**src/hdl/pwe_pkg.sv**
```systemverilog
package pwe_pkg;

    localparam int CoordWidth  = 32;
    localparam int NormWidth   = 16;
    localparam int IndexWidth  = 16;
    localparam int QueueDepth  = 2;
    localparam int QuadResults = 10;

    localparam logic [0:0] CfgFloorHeight = 1'b0;
    localparam logic [0:0] CfgBaseVertex  = 1'b1;

    localparam logic KindVertex = 1'b0;
    localparam logic KindIndex  = 1'b1;

    localparam logic [14:0] OneQ14 = 15'd16384;

    typedef struct packed {
        logic [CoordWidth-1:0] px;
        logic [CoordWidth-1:0] py;
        logic [CoordWidth-1:0] pz;
        logic [CoordWidth-1:0] cx;
        logic [CoordWidth-1:0] cy;
        logic signed [CoordWidth:0] dx;
        logic signed [CoordWidth:0] dy;
    } edge_t;

    // Offsets of the six triangle indices of one wall quad.
    function automatic logic [1:0] index_offset(input logic [2:0] slot);
        logic [1:0] off;
        unique case (slot)
            3'd0:    off = 2'd0;
            3'd1:    off = 2'd2;
            3'd2:    off = 2'd1;
            3'd3:    off = 2'd1;
            3'd4:    off = 2'd2;
            3'd5:    off = 2'd3;
            default: off = 2'd0;
        endcase
        return off;
    endfunction

endpackage

```
**src/hdl/pwe_queue.sv**
```systemverilog
module pwe_queue (
    input  logic           clk,
    input  logic           rst_n,
    input  logic           push,
    input  pwe_pkg::edge_t push_edge,
    input  logic           pop,
    output pwe_pkg::edge_t head,
    output logic           empty,
    output logic           full
);

    localparam int PtrW = $clog2(pwe_pkg::QueueDepth);

    pwe_pkg::edge_t   slots_reg [pwe_pkg::QueueDepth];
    logic [PtrW-1:0]  wr_ptr_reg, rd_ptr_reg;
    logic [PtrW:0]    count_reg;

    assign empty = (count_reg == '0);
    assign full  = (count_reg == (PtrW+1)'(pwe_pkg::QueueDepth));
    assign head  = slots_reg[rd_ptr_reg];

    always_ff @(posedge clk)
    begin
        if (push)
        begin
            slots_reg[wr_ptr_reg] <= push_edge;
        end
    end

    always_ff @(posedge clk or negedge rst_n)
    begin
        if (!rst_n)
        begin
            wr_ptr_reg <= '0;
            rd_ptr_reg <= '0;
            count_reg  <= '0;
        end
        else
        begin
            if (push)
            begin
                wr_ptr_reg <= wr_ptr_reg + 1'b1;
            end
            if (pop)
            begin
                rd_ptr_reg <= rd_ptr_reg + 1'b1;
            end
            if (push && !pop)
            begin
                count_reg <= count_reg + 1'b1;
            end
            else if (pop && !push)
            begin
                count_reg <= count_reg - 1'b1;
            end
        end
    end

endmodule

```
**config.mk**
```make
export PLATFORM = sky130hd
export DESIGN_NAME = pwe_queue
export DESIGN_NICKNAME = d
export VERILOG_FILES = /design/src/hdl/pwe_pkg.sv /design/src/hdl/pwe_queue.sv
export SDC_FILE = /design/constraint.sdc
export NUM_CORES = 1
export LEC_CHECK = 0
export BUFFER_PORTS_ARGS = -buffer_cell sky130_fd_sc_hd__buf_4
export CAP_MARGIN = 30
export CORE_AREA = 4 4 188 190
export CTS_CLUSTER_SIZE = 25
export DETAILED_ROUTE_END_ITERATION = 12
export DIE_AREA = 0 0 192 194
export HOLD_SLACK_MARGIN = 0.02
export PLACE_DENSITY_LB_ADDON = 0.05
export SETUP_SLACK_MARGIN = 0.02
export SYNTH_ARGS = -nofsm -noshare
export SYNTH_HDL_FRONTEND = slang
export SYNTH_SLANG_ARGS = --single-unit
```
**constraint.sdc**
```tcl
create_clock -name clk -period 16 [get_ports clk]
set_clock_uncertainty 0.05 [all_clocks]
set_input_delay 3.2 -clock clk [delete_from_list [all_inputs] [get_ports clk]]
set_output_delay 3.2 -clock clk [all_outputs]
set_load 0.01 [all_outputs]
```
==> qor.csv <==
stage,metric,value,unit
run_status,status,finished clean,
power_and_ir_drop,Pwr Density,177,nW/um^2
synthesis,top cell type's share of synthesized area,81.8,%
placed_design,GPL Wtd Cong,0.781,
synthesis,register area share after synthesis,82.4,%
cts,Root Driver,clkbuf_16,
power_and_ir_drop,Peak VDD IR,118,uV
die,Rows,67,
grt,initial antenna violation count,4,
cts,Clock transition at path regs,0.06,ns
die,IO Count,458,
worst_hold_path,worst hold path type,register to register,
grt,largest net degree at the start of global routing,68,
sta,min Tclk post-route,6.48,ns
cts,Clock Tree Buf Depth,3,
synthesis,Post-synth EDFFs,452,
critical_path,Setup crit end kind,output pin,
job,Max-Cap Viols,0,
placed_design,Placement Setup Slack,10.04,ns
synthesis,syn nets,950,
cts,H-Tree Depth,2,
detailed_routing,DRC Markers,0,
placed_design,post-DP HPWL,27600,um
placed_design,Placed Cells incl. Taps,1612,
detailed_routing,mean number of vias per cell,4.95,
sta,count of final setup violators,0,
sta,final slew viol count,0,
synthesis,Synth area leader,edfxtp_1,
cts,TritonCTS Buffers,45,
cts,CTS Sinks,456,
die,DIE AREA,37200,sq um
sta,max_slew headroom,33.7,%
die,Initial Util,49.6,%
sta,Setup TNS Final,0,ns
grt,number of global-route vias before repair,9045,
sta,final worst slack,9.52,ns
sta,worst-margin pin slew,0.995,ns
synthesis,Ys Warns,0,
critical_path,crit-path max FO,67,
grt,GRT Residual Overflow,0,
die,Die Wd,192,um
cts,postcts setup bufs,0,
grt,Tot GR Track Use,20.0,%
cts,post-CTS resize count,0,
sta,fmax,154,MHz
sta,Final Cycle Share,40.5,%
critical_path,CP Data Arrival Time,3.23,ns
cts,clk_lat worst skew,0.54,ns
final_layout,P&R area growth vs syn,32.8,%
final_layout,Total Nets Final,1442,
synthesis,synthesized flop and latch total,456,
synthesis,post-synthesis cell type count,14,
detailed_routing,DRT Wirelength,38800,um
grt,first-pass GRT wire length,55600,um
synthesis,Async SR Flop Fraction,0.877,%
sta,Hold Slack,0.468,ns
synthesis,"top cells by area, synth","edfxtp_1, mux2_2, mux2_4",
detailed_routing,post-route ant nets,0,
sta,Hold Fails Final Rpt,0,
synthesis,Mapped Avg Cell Area,23.1,sq um
detailed_routing,first-pass detailed-route iteration total,5,
cts,TritonCTS clock tree,done,
synthesis,top_reg_cell synth,edfxtp_1,
final_layout,Largest register FFs,452,
synthesis,synthesized netlist cell count,719,
power_and_ir_drop,P_leak,8.35,nW
critical_path,"Worst Path Class, Setup",register to output pin,
placed_design,port bufs,457,
critical_path,Critical Path RT,12.75,ns
die,Die H,194,um
power_and_ir_drop,Pwr Total,3.91,mW
detailed_routing,Via Count,8395,
cts,Hold Buf Count CTS,0,
die,core area,33400,sq um
sta,setup repair after global routing missed its margin,no,
detailed_routing,WL per Instance,22.9,um
detailed_routing,initial DRC count,480,
synthesis,Netlist Area Pre-Place,16600,sq um
critical_path,Startpoint Class,register,
final_layout,Layout Cells excl Fill,1697,
final_layout,share of cells above drive strength 1,61.3,%
## Yosys cell counts (2+ instances only)
cell,instances
mux2_4,30
edfxtp_1,452
buf_4,11
buf_2,10
nor2b_1,2
nor2_1,2
mux2_2,196
xor2_1,4
buf_6,4
dfrtp_1,4
## worst paths after layout
| check | depth (start not counted) | to | start | slack (ns) |
|---|---|---|---|---|
| max in group asynchronous | 1 | rd_ptr_reg | rst_n | 13.38 |
| min in group asynchronous | 1 | rd_ptr_reg | rst_n | 2.40 |
| max reg2reg | 3 | slots_reg[1][210] | wr_ptr_reg | 13.11 |
| min | 1 | count_reg[1] | count_reg[1] | 0.47 |
| max | 5 | head[113] | rd_ptr_reg | 9.52 |
| min reg2reg | 1 | count_reg[1] | count_reg[1] | 0.47 |
## layer usage
layer / vias up / part of all wire, % / GRT usage, %
li1: 3875 / - / -
met1: 4096 / 34 / 21.7
met2: 351 / 51 / 34.2
met3: 73 / 11 / 8.93
met4: 0 / 3.8 / 7.90
met5: - / 0 / 0
## metrics by stage
stage | util, % | area (sq um)
2_1_floorplan | - | 16600
3_3_place_gp | 61.3 | 20500
3_5_place_dp | 61.5 | 20600
4_1_cts | 65.8 | 22000
5_1_grt | 65.9 | 22000
6_report | 65.9 | 22000
## worst max-delay path, stage by stage (launching register included)
cell,delay [ns]
dfrtp_4,0.52
buf_4,0.38
buf_16,0.31
buf_4,0.78
mux2_2,0.43
buf_4,0.15
## power breakdown
group	switching, mW	total, mW	internal (mW)
Combinational	0.599	1.23	0.632
Clock	0.413	1.02	0.609
Sequential	0.0653	1.65	1.59
Total	1.08	3.91	2.83
## cells in the final DEF, fill, tap and decap left out, drive strengths merged
cell type,synthesis,routed
nor2b,2,2
diode,0,6
inv,1,2
mux2,226,226
edfxtp,452,452
xnor2,1,1
clkbuf,0,61
clkinv,0,13
dfrtp,4,4
and2,1,1
nor2,2,2
bufinv,0,4
xor2,4,4
ha,1,1
buf,25,470
## kinds of logic (layout without fill, tap and decap cells)
group / after synthesis / after routing / synth area share, %
flops: 456 / 456 / 82.4
mux: 226 / 226 / 16.0
buf+inv: 26 / 550 / 1.09
xor+xnor: 5 / 5 / 0.264
simple gates: 5 / 5 / 0.158
fa+ha+maj: 1 / 1 / 0.0754
other cells: 0 / 6 / 0
## cell type report
cell class | count | area (sq um)
clock buffer | 61 | 1250
timing repair buffer | 470 | 3590
sequential | 456 | 13700
tap | 448 | 561
inverter | 1 | 3.75
fill | 2295 | 11400
clock inverter | 18 | 189
antenna | 6 | 15.0
multi-input combinational | 237 | 2750
(Power assumes the default switching activity.)
