`src/hdl/pwe_pkg.sv`:
```
package pwe_pkg;

    localparam int CoordWidth  = 32;
    localparam int NormWidth   = 16;
    localparam int IndexWidth  = 16;
    localparam int QueueDepth  = 2;
    localparam int QuadResults = 10;

    localparam logic [0:0] CfgFloorHeight = 1'b0;
    localparam logic [0:0] CfgBaseVertex  = 1'b1;

    localparam logic KindVertex = 1'b0;
    localparam logic KindIndex  = 1'b1;

    localparam logic [14:0] OneQ14 = 15'd16384;

    typedef struct packed {
        logic [CoordWidth-1:0] px;
        logic [CoordWidth-1:0] py;
        logic [CoordWidth-1:0] pz;
        logic [CoordWidth-1:0] cx;
        logic [CoordWidth-1:0] cy;
        logic signed [CoordWidth:0] dx;
        logic signed [CoordWidth:0] dy;
    } edge_t;

    // Offsets of the six triangle indices of one wall quad.
    function automatic logic [1:0] index_offset(input logic [2:0] slot);
        logic [1:0] off;
        unique case (slot)
            3'd0:    off = 2'd0;
            3'd1:    off = 2'd2;
            3'd2:    off = 2'd1;
            3'd3:    off = 2'd1;
            3'd4:    off = 2'd2;
            3'd5:    off = 2'd3;
            default: off = 2'd0;
        endcase
        return off;
    endfunction

endpackage

```
`src/hdl/pwe_front.sv`:
```
module pwe_front (
    input  logic                              clk,
    input  logic                              rst_n,
    input  logic                              in_valid,
    output logic                              in_stall,
    input  logic [pwe_pkg::CoordWidth-1:0]    point_x,
    input  logic [pwe_pkg::CoordWidth-1:0]    point_y,
    input  logic [pwe_pkg::CoordWidth-1:0]    point_z,
    input  logic                              ring_start,
    input  logic                              queue_full,
    output logic                              push,
    output pwe_pkg::edge_t                    push_edge
);

    logic [pwe_pkg::CoordWidth-1:0] prev_x_reg, prev_y_reg, prev_z_reg;
    logic have_prev_reg;
    logic accept;

    assign in_stall = queue_full;
    assign accept   = in_valid && !queue_full;
    assign push     = accept && have_prev_reg && !ring_start;

    always_comb
    begin
        push_edge.px = prev_x_reg;
        push_edge.py = prev_y_reg;
        push_edge.pz = prev_z_reg;
        push_edge.cx = point_x;
        push_edge.cy = point_y;
        push_edge.dx = $signed({point_x[31], point_x}) - $signed({prev_x_reg[31], prev_x_reg});
        push_edge.dy = $signed({point_y[31], point_y}) - $signed({prev_y_reg[31], prev_y_reg});
    end

    always_ff @(posedge clk or negedge rst_n)
    begin
        if (!rst_n)
        begin
            prev_x_reg    <= '0;
            prev_y_reg    <= '0;
            prev_z_reg    <= '0;
            have_prev_reg <= 1'b0;
        end
        else if (accept)
        begin
            prev_x_reg    <= point_x;
            prev_y_reg    <= point_y;
            prev_z_reg    <= point_z;
            have_prev_reg <= 1'b1;
        end
    end

endmodule

```
`config.mk`:
```
export PLATFORM = sky130hd
export DESIGN_NAME = pwe_front
export DESIGN_NICKNAME = d
export VERILOG_FILES = /design/src/hdl/pwe_pkg.sv /design/src/hdl/pwe_front.sv
export SDC_FILE = /design/constraint.sdc
export NUM_CORES = 1
export LEC_CHECK = 0
export ABC_AREA = 0
export BUFFER_PORTS_ARGS = -buffer_cell sky130_fd_sc_hd__buf_2
export CAP_MARGIN = 40
export CELL_PAD_IN_SITES_DETAIL_PLACEMENT = 0
export CELL_PAD_IN_SITES_GLOBAL_PLACEMENT = 1
export CORE_ASPECT_RATIO = 1.75
export CORE_MARGIN = 4
export CORE_UTILIZATION = 30
export DETAILED_ROUTE_END_ITERATION = 7
export GPL_ROUTABILITY_DRIVEN = 0
export GPL_TIMING_DRIVEN = 0
export PLACE_DENSITY_LB_ADDON = 0.1
export SYNTH_ARGS = -nofsm -noshare
export SYNTH_HDL_FRONTEND = slang
export SYNTH_SLANG_ARGS = --single-unit
export TNS_END_PERCENT = 10
```
`constraint.sdc`:
```
create_clock -name clk -period 3.5 [get_ports clk]
set_clock_uncertainty 0.2 [all_clocks]
set_input_delay 0.7 -clock clk [delete_from_list [all_inputs] [get_ports clk]]
set_output_delay 0.7 -clock clk [all_outputs]
set_load 0.005 [all_outputs]
```
==> results of run 1 <==
synth_stat cells (2+ instances only):
master and n:
xor2_1 22, o21ai_2 2, and3_1 3, a31oi_1 6, nor2_1 31, a21o_1 33, mux2_2 34, o21ai_0 81
a21oi_1 70, o22ai_1 3, a31o_2 2, nand2b_1 7, a2111oi_0 3, o31ai_1 6, o21a_1 7, nand4_1 6
nor2b_1 6, inv_1 83, o21ai_1 13, o211ai_1 4, xnor2_1 37, fa_1 2, o2111ai_1 3, or2_2 3
o21bai_1 8, nand3_1 10, a211oi_1 4, clkbuf_1 22, a21oi_2 3, and2_1 2, dfrtp_1 97, buf_4 67
ha_1 64, nor3_1 5, buf_1 2, nand2_1 107, buf_2 3
stage by stage:
step	instance area, µm²	cells	hold slack [ns]	worst slack [ns]	power, W
5_1_grt	10400	1557	0.158	-0.584	0.00519
3_3_place_gp	9550	1522	0.251	-1.16	0.00362
4_1_cts	10200	1549	0.131	-0.609	0.00484
2_1_floorplan	7520	882	0.204	-0.133	0.00266
3_5_place_dp	9580	1523	0.253	-1.14	0.00363
6_report	10400	1557	0.124	-0.449	0.00480
cell families (layout without fill, tap and decap cells):
| logic type | count (synthesis) | count (layout) | synth area share |
|---|---|---|---|
| adders and majority gates | 66 | 66 | 0.112 |
| and+or+nand+nor | 187 | 187 | 0.108 |
| buffers and inverters | 177 | 540 | 0.122 |
| xor gates and xnor gates | 59 | 59 | 0.0688 |
| AOI/OAI and AO/OA | 261 | 261 | 0.213 |
| muxes | 35 | 35 | 0.0523 |
| DFF | 97 | 97 | 0.323 |
how the worst max path moves through the flow:
stage / to / depth (start not counted)
2_1_floorplan: push_edge[30] / 11
3_3_place_gp: push_edge[65] / 13
3_5_place_dp: push_edge[65] / 13
4_1_cts: push_edge[30] / 11
5_1_grt: push_edge[32] / 12
6_report: push_edge[32] / 14
routing by layer:
| metal | up-vias | routed length (µm) | GRT usage |
|---|---|---|---|
| met5 | - | 0 | 0 |
| met4 | 0 | 474 | 0.0542 |
| met3 | 24 | 1450 | 0.0425 |
| met2 | 198 | 15500 | 0.377 |
| met1 | 3510 | 9310 | 0.192 |
| li1 | 3667 | - | - |
area by class of cell:
cell class | instances | area, µm² | share of cell area
plain buffers | 94 | 608 | 0.0582
repair buffers | 347 | 1820 | 0.175
flip-flops and latches | 97 | 2430 | 0.232
clock buffers | 9 | 225 | 0.0216
clock inverters | 7 | 57.6 | 0.00551
inverters | 83 | 312 | 0.0298
well taps | 312 | 390 | 0.0374
multi-input cells | 608 | 4600 | 0.440
power by group:
| group | switching (W) | internal [W] |
|---|---|---|
| combinational | 0.00132 | 0.00112 |
| sequential | 0.0000725 | 0.00127 |
| clock | 0.000517 | 0.000496 |
| total | 0.00191 | 0.00289 |
what timing repair did:
| action | in CTS | in global routing |
|---|---|---|
| pin swaps | 22 | 13 |
| gates resized for setup | 58 | 32 |
| setup buffers | 10 | 8 |
| cloned | 0 | 0 |
| hold buffers | 0 | 0 |
| setup endpoints to repair | 39 | 39 |
placed cells by master (no fill, tap or decap), types with 10 or more instances in the layout:
cell / count
xor2_1: 22
ha_1: 51
ha_4: 10
o21ai_0: 78
nand2_1: 106
clkbuf_1: 22
xnor2_1: 37
nor2_1: 29
a21oi_2: 18
buf_2: 328
mux2_2: 34
inv_1: 80
a21oi_1: 54
dfrtp_1: 97
a21o_1: 33
o21ai_2: 11
buf_4: 85
==> flow_summary.json, run 1 <==
{
  "end_kind": "output pin",
  "nFillCells": 2635,
  "rr_endpoint": "prev_x_reg[0]",
  "cap_violations": 0,
  "antenna_left": 0,
  "critical_path.max_fanout": 3,
  "synth_edf_count": 0,
  "overflow": 0,
  "clock-root-buffer": "clkbuf_16",
  "grt_pass1_vias": 7506,
  "arrival_ns": 3.05,
  "async_flop_share": 1.00,
  "hold_class": "input pin to asynchronous set/reset pin",
  "via_count": 7399,
  "seq_area_frac_synth": 0.323,
  "cts_sinks": 97,
  "initialDrtViolationCount": 180,
  "final.min_clock_period_ns": 3.95,
  "ys_ff_latch": 97,
  "worstReg2RegStart": "prev_x_reg[0]",
  "fmax_ghz": 0.253,
  "grt_pass1_wl_mm": 40.7,
  "slowest_stage": "fa_2",
  "area_growth_pct": 39.0,
  "insertion_delay_ns": 0.37,
  "final-setup-viol-count": 27,
  "antenna_found_initial": 0,
  "crit_start": "point_y[0]",
  "antenna_cells": 0,
  "worstPathCellList": "buf_6, inv_2, ha_4, fa_2, and2b_1, o2111ai_2, and3_4, o31a_1, buf_6, o31ai_4, o21ai_2, nor2_1, o22ai_1, buf_2",
  "ff2ff_path_depth": 2,
  "netlist_area_um2": 7510,
  "die_w_um": 128,
  "rsz0062_at_grt": "true",
  "num_rows": 76,
  "syn_area_per_cell_um2": 8.52,
  "worst-setup-path-type": "input pin to output pin",
  "pin_count": 329,
  "drtPass1Iterations": 4,
  "layout.nets": 1407,
  "critPathBufInv": 4,
  "synth_fp_nets": 1049,
  "postLayoutSetupSlackWorst_ns": -0.449,
  "synth_cells": 882,
  "drive_gt1_frac": 0.440,
  "p_leak_nw": 5.26,
  "setup_tns_ns": -6.21,
  "period_share": 1.13,
  "rrSetupSlack_ns": 2.38,
  "start_util": 0.305,
  "violations": "setup timing",
  "grt_use_total": 0.189,
  "htreeDepth": 3,
  "cts_inserted_buffers": 9,
  "dpl.hpwl_mm": 21.8,
  "start_kind": "input pin",
  "grt_max_degree": 57,
  "viasPerCell": 4.75,
  "vdd_drop_max_mv": 0.211,
  "ys_types": 58,
  "status": "complete, but fails checks",
  "power_density_nw_per_um2": 459,
  "maxSlewViolCount": 0,
  "drc": 0,
  "die_area_um2": 27700,
  "hold_viol": 0,
  "synth_top_area_share": 0.323,
  "ys.flop_type": "dfrtp_1",
  "cpMostUsedCell": "buf_6",
  "finalWirelength_mm": 26.7,
  "ys_warn_count": 0,
  "die_y_um": 217,
  "cts_tree": "done",
  "cp_data_required_time_ns": 2.60,
  "final_core_util": 0.424,
  "clk_path_buf_depth": 2,
  "synthTopCellsByArea": "dfrtp_1 32%, ha_1 11%, buf_4 6.7%",
  "cpLargestDelayFamily": "compound AO/OA/AOI/OAI gates",
  "yosys.area.top_type": "dfrtp_1",
  "wl_per_cell_um": 17.1,
  "worst_pin_slew_ns": 0.736,
  "slew-limit-headroom": 0.510,
  "slowest_delay_ns": 0.34,
  "core_area_um2": 24600,
  "io_buffers": 328,
  "clkTransAtPathRegs_ns": 0.07
}
Power figures use the tool's default switching activity.
==> inputs of run 2 (changes only) <==
BUFFER_PORTS_ARGS = not set   (was -buffer_cell sky130_fd_sc_hd__buf_2)
DONT_BUFFER_PORTS = 1   (was not set)
REMOVE_ABC_BUFFERS = 1   (was not set)
==> flow_summary.json, run 2 (synthesis gave the netlist of run 1 again) <==
{
  "clock-root-buffer": "clkbuf_16",
  "fmax_ghz": 0.255,
  "htreeDepth": 3,
  "slowest_delay_ns": 0.44,
  "area_growth_pct": 12.4,
  "period_share": 1.12,
  "grt_pass1_wl_mm": 35.1,
  "pwr-share-seq": 0.323,
  "rrSetupSlack_ns": 2.47,
  "gr-max-usage-layer": "met2",
  "grt_use_total": 0.162,
  "drtPass1Iterations": 4,
  "cts_sinks": 97,
  "grt_max_degree": 98,
  "p_total_w": 0.00437,
  "rsz0062_at_grt": "true",
  "io_buffers": 0,
  "setup_tns_ns": -5.07,
  "antenna_found_initial": 0,
  "grtUsageMet1": 0.152,
  "mostFrequentLayoutCell": "nand2_1",
  "power.internal_w": 0.00257,
  "hold_class": "input pin to asynchronous set/reset pin",
  "finalWirelength_mm": 22.9,
  "clk_path_buf_depth": 2,
  "status": "complete, but fails checks",
  "start_kind": "flop",
  "die_y_um": 217,
  "power.share.clock": 0.242,
  "crit_start": "prev_y_reg[0]",
  "hold_viol": 0,
  "insertion_delay_ns": 0.37,
  "switching_share": 0.412,
  "p_sw_w": 0.00180,
  "power_density_nw_per_um2": 518,
  "overflow": 0,
  "end_kind": "output pin",
  "postLayoutSetupSlackWorst_ns": -0.419,
  "cts_inserted_buffers": 9,
  "initialDrtViolationCount": 133,
  "critPathBufInv": 0,
  "clkTransAtPathRegs_ns": 0.08,
  "p_comb_frac": 0.435,
  "final.min_clock_period_ns": 3.92,
  "vdd_drop_max_mv": 0.288,
  "viasPerCell": 5.13,
  "grt_pass1_vias": 6306,
  "layout.nets": 993,
  "num_rows": 76,
  "slew-limit-headroom": 0.421,
  "dpl.hpwl_mm": 18.1,
  "antenna_cells": 0,
  "worstReg2RegStart": "prev_y_reg[0]",
  "die_w_um": 128,
  "mostFrequentLayoutCells": "103 x nand2_1, 95 x dfrtp_1, 81 x inv_1",
  "final-setup-viol-count": 27,
  "ff2ff_path_depth": 1,
  "pin_count": 329,
  "drive_gt1_frac": 0.211,
  "core_area_um2": 24600,
  "worst-setup-path-type": "flop to output pin",
  "cts_tree": "done",
  "antenna_left": 0,
  "via_count": 5863,
  "cp_data_required_time_ns": 2.60,
  "use_met3": 0.0494,
  "wl_per_cell_um": 20.0,
  "start_util": 0.305,
  "maxSlewViolCount": 0,
  "critical_path.max_fanout": 3,
  "violations": "setup timing",
  "grtUsageMet2": 0.322,
  "worst_hold_slack_ns": 0.0232,
  "worst_pin_slew_ns": 0.867,
  "drc": 0,
  "slowest_stage": "dfrtp_1",
  "cpLargestDelayFamily": "compound AO/OA/AOI/OAI gates",
  "p_leak_nw": 3.68,
  "worstPathCellList": "ha_4, fa_2, and2b_1, o2111ai_2, and3_4, o31a_1, o41ai_4, a21oi_2, o21ai_2, xnor2_2",
  "die_area_um2": 27700,
  "arrival_ns": 3.02,
  "cap_violations": 0,
  "crit_cells": 10
}
## run 2: cell types whose count changed in the layout (fill, tap and decap cells not counted), moves of 6 or more
cell,before,now
buf_2,328,0
a21oi_2,18,8
xnor2_2,0,8
a21oi_1,54,62
clkbuf_1,22,0
xnor2_1,37,29
ha_1,51,45
ha_2,3,9
buf_4,85,21
## run 2: timing repair
action	4_1_cts	5_1_grt
hold buffers	1	0
cloned	0	0
hold endpoints to repair	97	0
setup endpoints to repair	40	40
setup buffers	15	8
resized for setup	60	51
pin swaps	23	13
## run 2: cell type report
cell class	count	area, µm²
Fill cell	2573	16200
Multi-Input combinational cell	608	4730
Sequential cell	97	2430
Tap cell	312	390
Inverter	83	312
Timing Repair Buffer	27	268
Clock buffer	9	225
Clock inverter	7	83.8
## run 2: through the flow
stage	cells	instance area [µm²]	util	worst slack, ns
after detailed placement	1103	7360	0.299	-0.716
after CTS	1135	8110	0.329	-0.519
after floorplan	788	6900	-	-3.71
after global routing	1143	8440	0.343	-0.525
final	1143	8440	0.343	-0.419
after global placement	1100	7290	0.296	-6.26
## run 2: power by group through the flow
stage          sequential (W)  combinational, W  clock (W)
2_1_floorplan         0.00138           0.00121          0
3_3_place_gp          0.00144           0.00160          0
3_5_place_dp          0.00144           0.00159          0
4_1_cts               0.00142           0.00180    0.00112
5_1_grt               0.00143           0.00210    0.00115
6_report              0.00141           0.00190    0.00106
## run 2: final timing paths
path,endpoint
worst min-delay path,prev_y_reg[29]
worst max register to register,prev_y_reg[0]
min in group clk,prev_x_reg[14]
max in group asynchronous,prev_z_reg[13]
worst max-delay path,push_edge[30]
worst min register to register,have_prev_reg
## run 2: per-layer routing
metal	share of wire	wire (µm)
met1	0.34	7700
met2	0.58	13200
met3	0.064	1460
met4	0.022	508
met5	0	0
==> inputs of run 3 (changes only) <==
RECOVER_POWER = 50   (was not set)
clock period = 3.64 ns   (was 3.5 ns; I/O delays follow)
==> flow_summary.json, run 3 (synthesis gave the netlist of run 1 again) <==
{
  "seqCellArea_um2": 2430,
  "arrival_ns": 2.99,
  "p_comb_frac": 0.436,
  "via_count": 5880,
  "slew-limit-headroom": -0.738,
  "violations": "capacitance limit, slew limit, setup timing",
  "htreeDepth": 3,
  "insertion_delay_ns": 0.37,
  "switching_share": 0.412,
  "postLayoutSetupSlackWorst_ns": -0.282,
  "mostFrequentLayoutCell": "nand2_1",
  "drc": 0,
  "worst_pin_slew_ns": 2.61,
  "io_buffers": 0,
  "initialDrtViolationCount": 159,
  "p_total_w": 0.00420,
  "drive_gt1_frac": 0.213,
  "cts_sinks": 97,
  "viasPerCell": 5.14,
  "nFillCells": 2592,
  "status": "complete, but fails checks",
  "min_from": "point_x[14]",
  "critical_path.max_fanout": 3,
  "die_w_um": 128,
  "die_area_um2": 27700,
  "drtPass1Iterations": 4,
  "hold_viol": 0,
  "overflow": 0,
  "layout.nets": 993,
  "clock-root-buffer": "clkbuf_16",
  "cts_tree": "done",
  "final-setup-viol-count": 18,
  "maxSlewViolCount": 99,
  "core_area_um2": 24600,
  "antenna_found_initial": 0,
  "cts_inserted_buffers": 9,
  "wl_per_cell_um": 20.1,
  "cp_data_required_time_ns": 2.71,
  "pwr-share-seq": 0.323,
  "worst-setup-path-type": "flop to output pin",
  "grt_pass1_vias": 6290,
  "period_share": 1.08,
  "fmax_ghz": 0.255,
  "antenna_cells": 0,
  "mostFrequentLayoutCells": "103 x nand2_1, 95 x dfrtp_1, 80 x inv_1",
  "final.min_clock_period_ns": 3.92,
  "rsz0062_at_grt": "true",
  "p_sw_w": 0.00173,
  "crit_start": "prev_y_reg[0]",
  "power.share.clock": 0.241,
  "grt_max_degree": 98,
  "power.internal_w": 0.00247,
  "antenna_left": 0,
  "start_util": 0.305,
  "end_kind": "output pin",
  "clk_path_buf_depth": 2,
  "cap_violations": 2,
  "p_leak_nw": 3.66,
  "grt_pass1_wl_mm": 35.0,
  "setup_tns_ns": -2.33,
  "power_density_nw_per_um2": 500,
  "multi_input_area_um2": 4710,
  "pin_count": 329,
  "finalWirelength_mm": 23.0,
  "num_rows": 76,
  "vdd_drop_max_mv": 0.274,
  "dpl.hpwl_mm": 18.1,
  "grt_use_total": 0.161,
  "clkTransAtPathRegs_ns": 0.08,
  "area_growth_pct": 11.8,
  "die_y_um": 217,
  "worstReg2RegStart": "prev_y_reg[14]",
  "start_kind": "flop",
  "hold_class": "input pin to flop"
}
==> run 3: cell count changes in the layout (fill, tap and decap cells not counted), sizes merged <==
| cell | change |
|---|---|
| buf | -1 |
| clkbuf | +1 |
==> run 3: layout make-up <==
class | instances | area share
timing repair buffer | 27 | 0.0288
inverter | 83 | 0.0371
tap | 312 | 0.0465
multi-input combinational | 608 | 0.561
sequential | 97 | 0.289
clock inverter | 7 | 0.00998
clock buffer | 9 | 0.0268
==> run 3: critical path, stage by stage (launching register included) <==
cell	delay, ns
dfrtp_1	0.42
ha_2	0.20
fa_2	0.35
and2b_1	0.23
o2111ai_1	0.13
and3_4	0.24
o31a_1	0.33
o41ai_4	0.29
a21oi_2	0.12
o21ai_2	0.17
xnor2_2	0.13
==> run 3: worst paths after layout <==
kind	end	slack [ns]	cells after the start
worst max-delay path	push_edge[30]	-0.28	10
min in group asynchronous	prev_y_reg[9]	0.92	1
worst min register to register	have_prev_reg	0.28	1
worst min-delay path	prev_x_reg[14]	0.27	2
worst max register to register	prev_y_reg[14]	2.63	2
max in group asynchronous	prev_y_reg[14]	0.54	1
==> run 3: routing by layer <==
| layer | vias up | track usage | routed length [µm] |
|---|---|---|---|
| met5 | - | 0 | 0 |
| met4 | 0 | 0.0521 | 461 |
| met3 | 26 | 0.0494 | 1540 |
| met2 | 155 | 0.321 | 13300 |
| met1 | 2862 | 0.153 | 7660 |
| li1 | 2837 | - | - |
==> run 3: what timing repair did <==
action	CTS	global route
pin swaps	19	22
hold buffers	1	0
buffers inserted	13	10
resized for setup	48	64
setup endpoints to repair	34	39
endpoints found under the hold margin	97	0
cloned	0	0
==> run 3: power groups by stage <==
stage          logic [W]  registers [W]  clock network, W
6_report         0.00183        0.00136           0.00101
5_1_grt          0.00201        0.00138           0.00110
4_1_cts          0.00171        0.00136           0.00108
3_5_place_dp     0.00153        0.00138                 0
3_3_place_gp     0.00154        0.00139                 0
2_1_floorplan    0.00117        0.00133                 0
==> run 3: stage by stage <==
step / cells / instance area (µm²) / hold slack, ns / util / worst slack [ns]
after floorplan: 788 / 6900 / 0.232 / - / -3.62
after global placement: 1100 / 7290 / 0.235 / 0.296 / -6.17
after detailed placement: 1103 / 7360 / 0.235 / 0.299 / -0.632
after CTS: 1133 / 8040 / 0.0997 / 0.326 / -0.416
after global routing: 1143 / 8400 / 0.252 / 0.341 / -0.392
final: 1143 / 8400 / 0.270 / 0.341 / -0.282
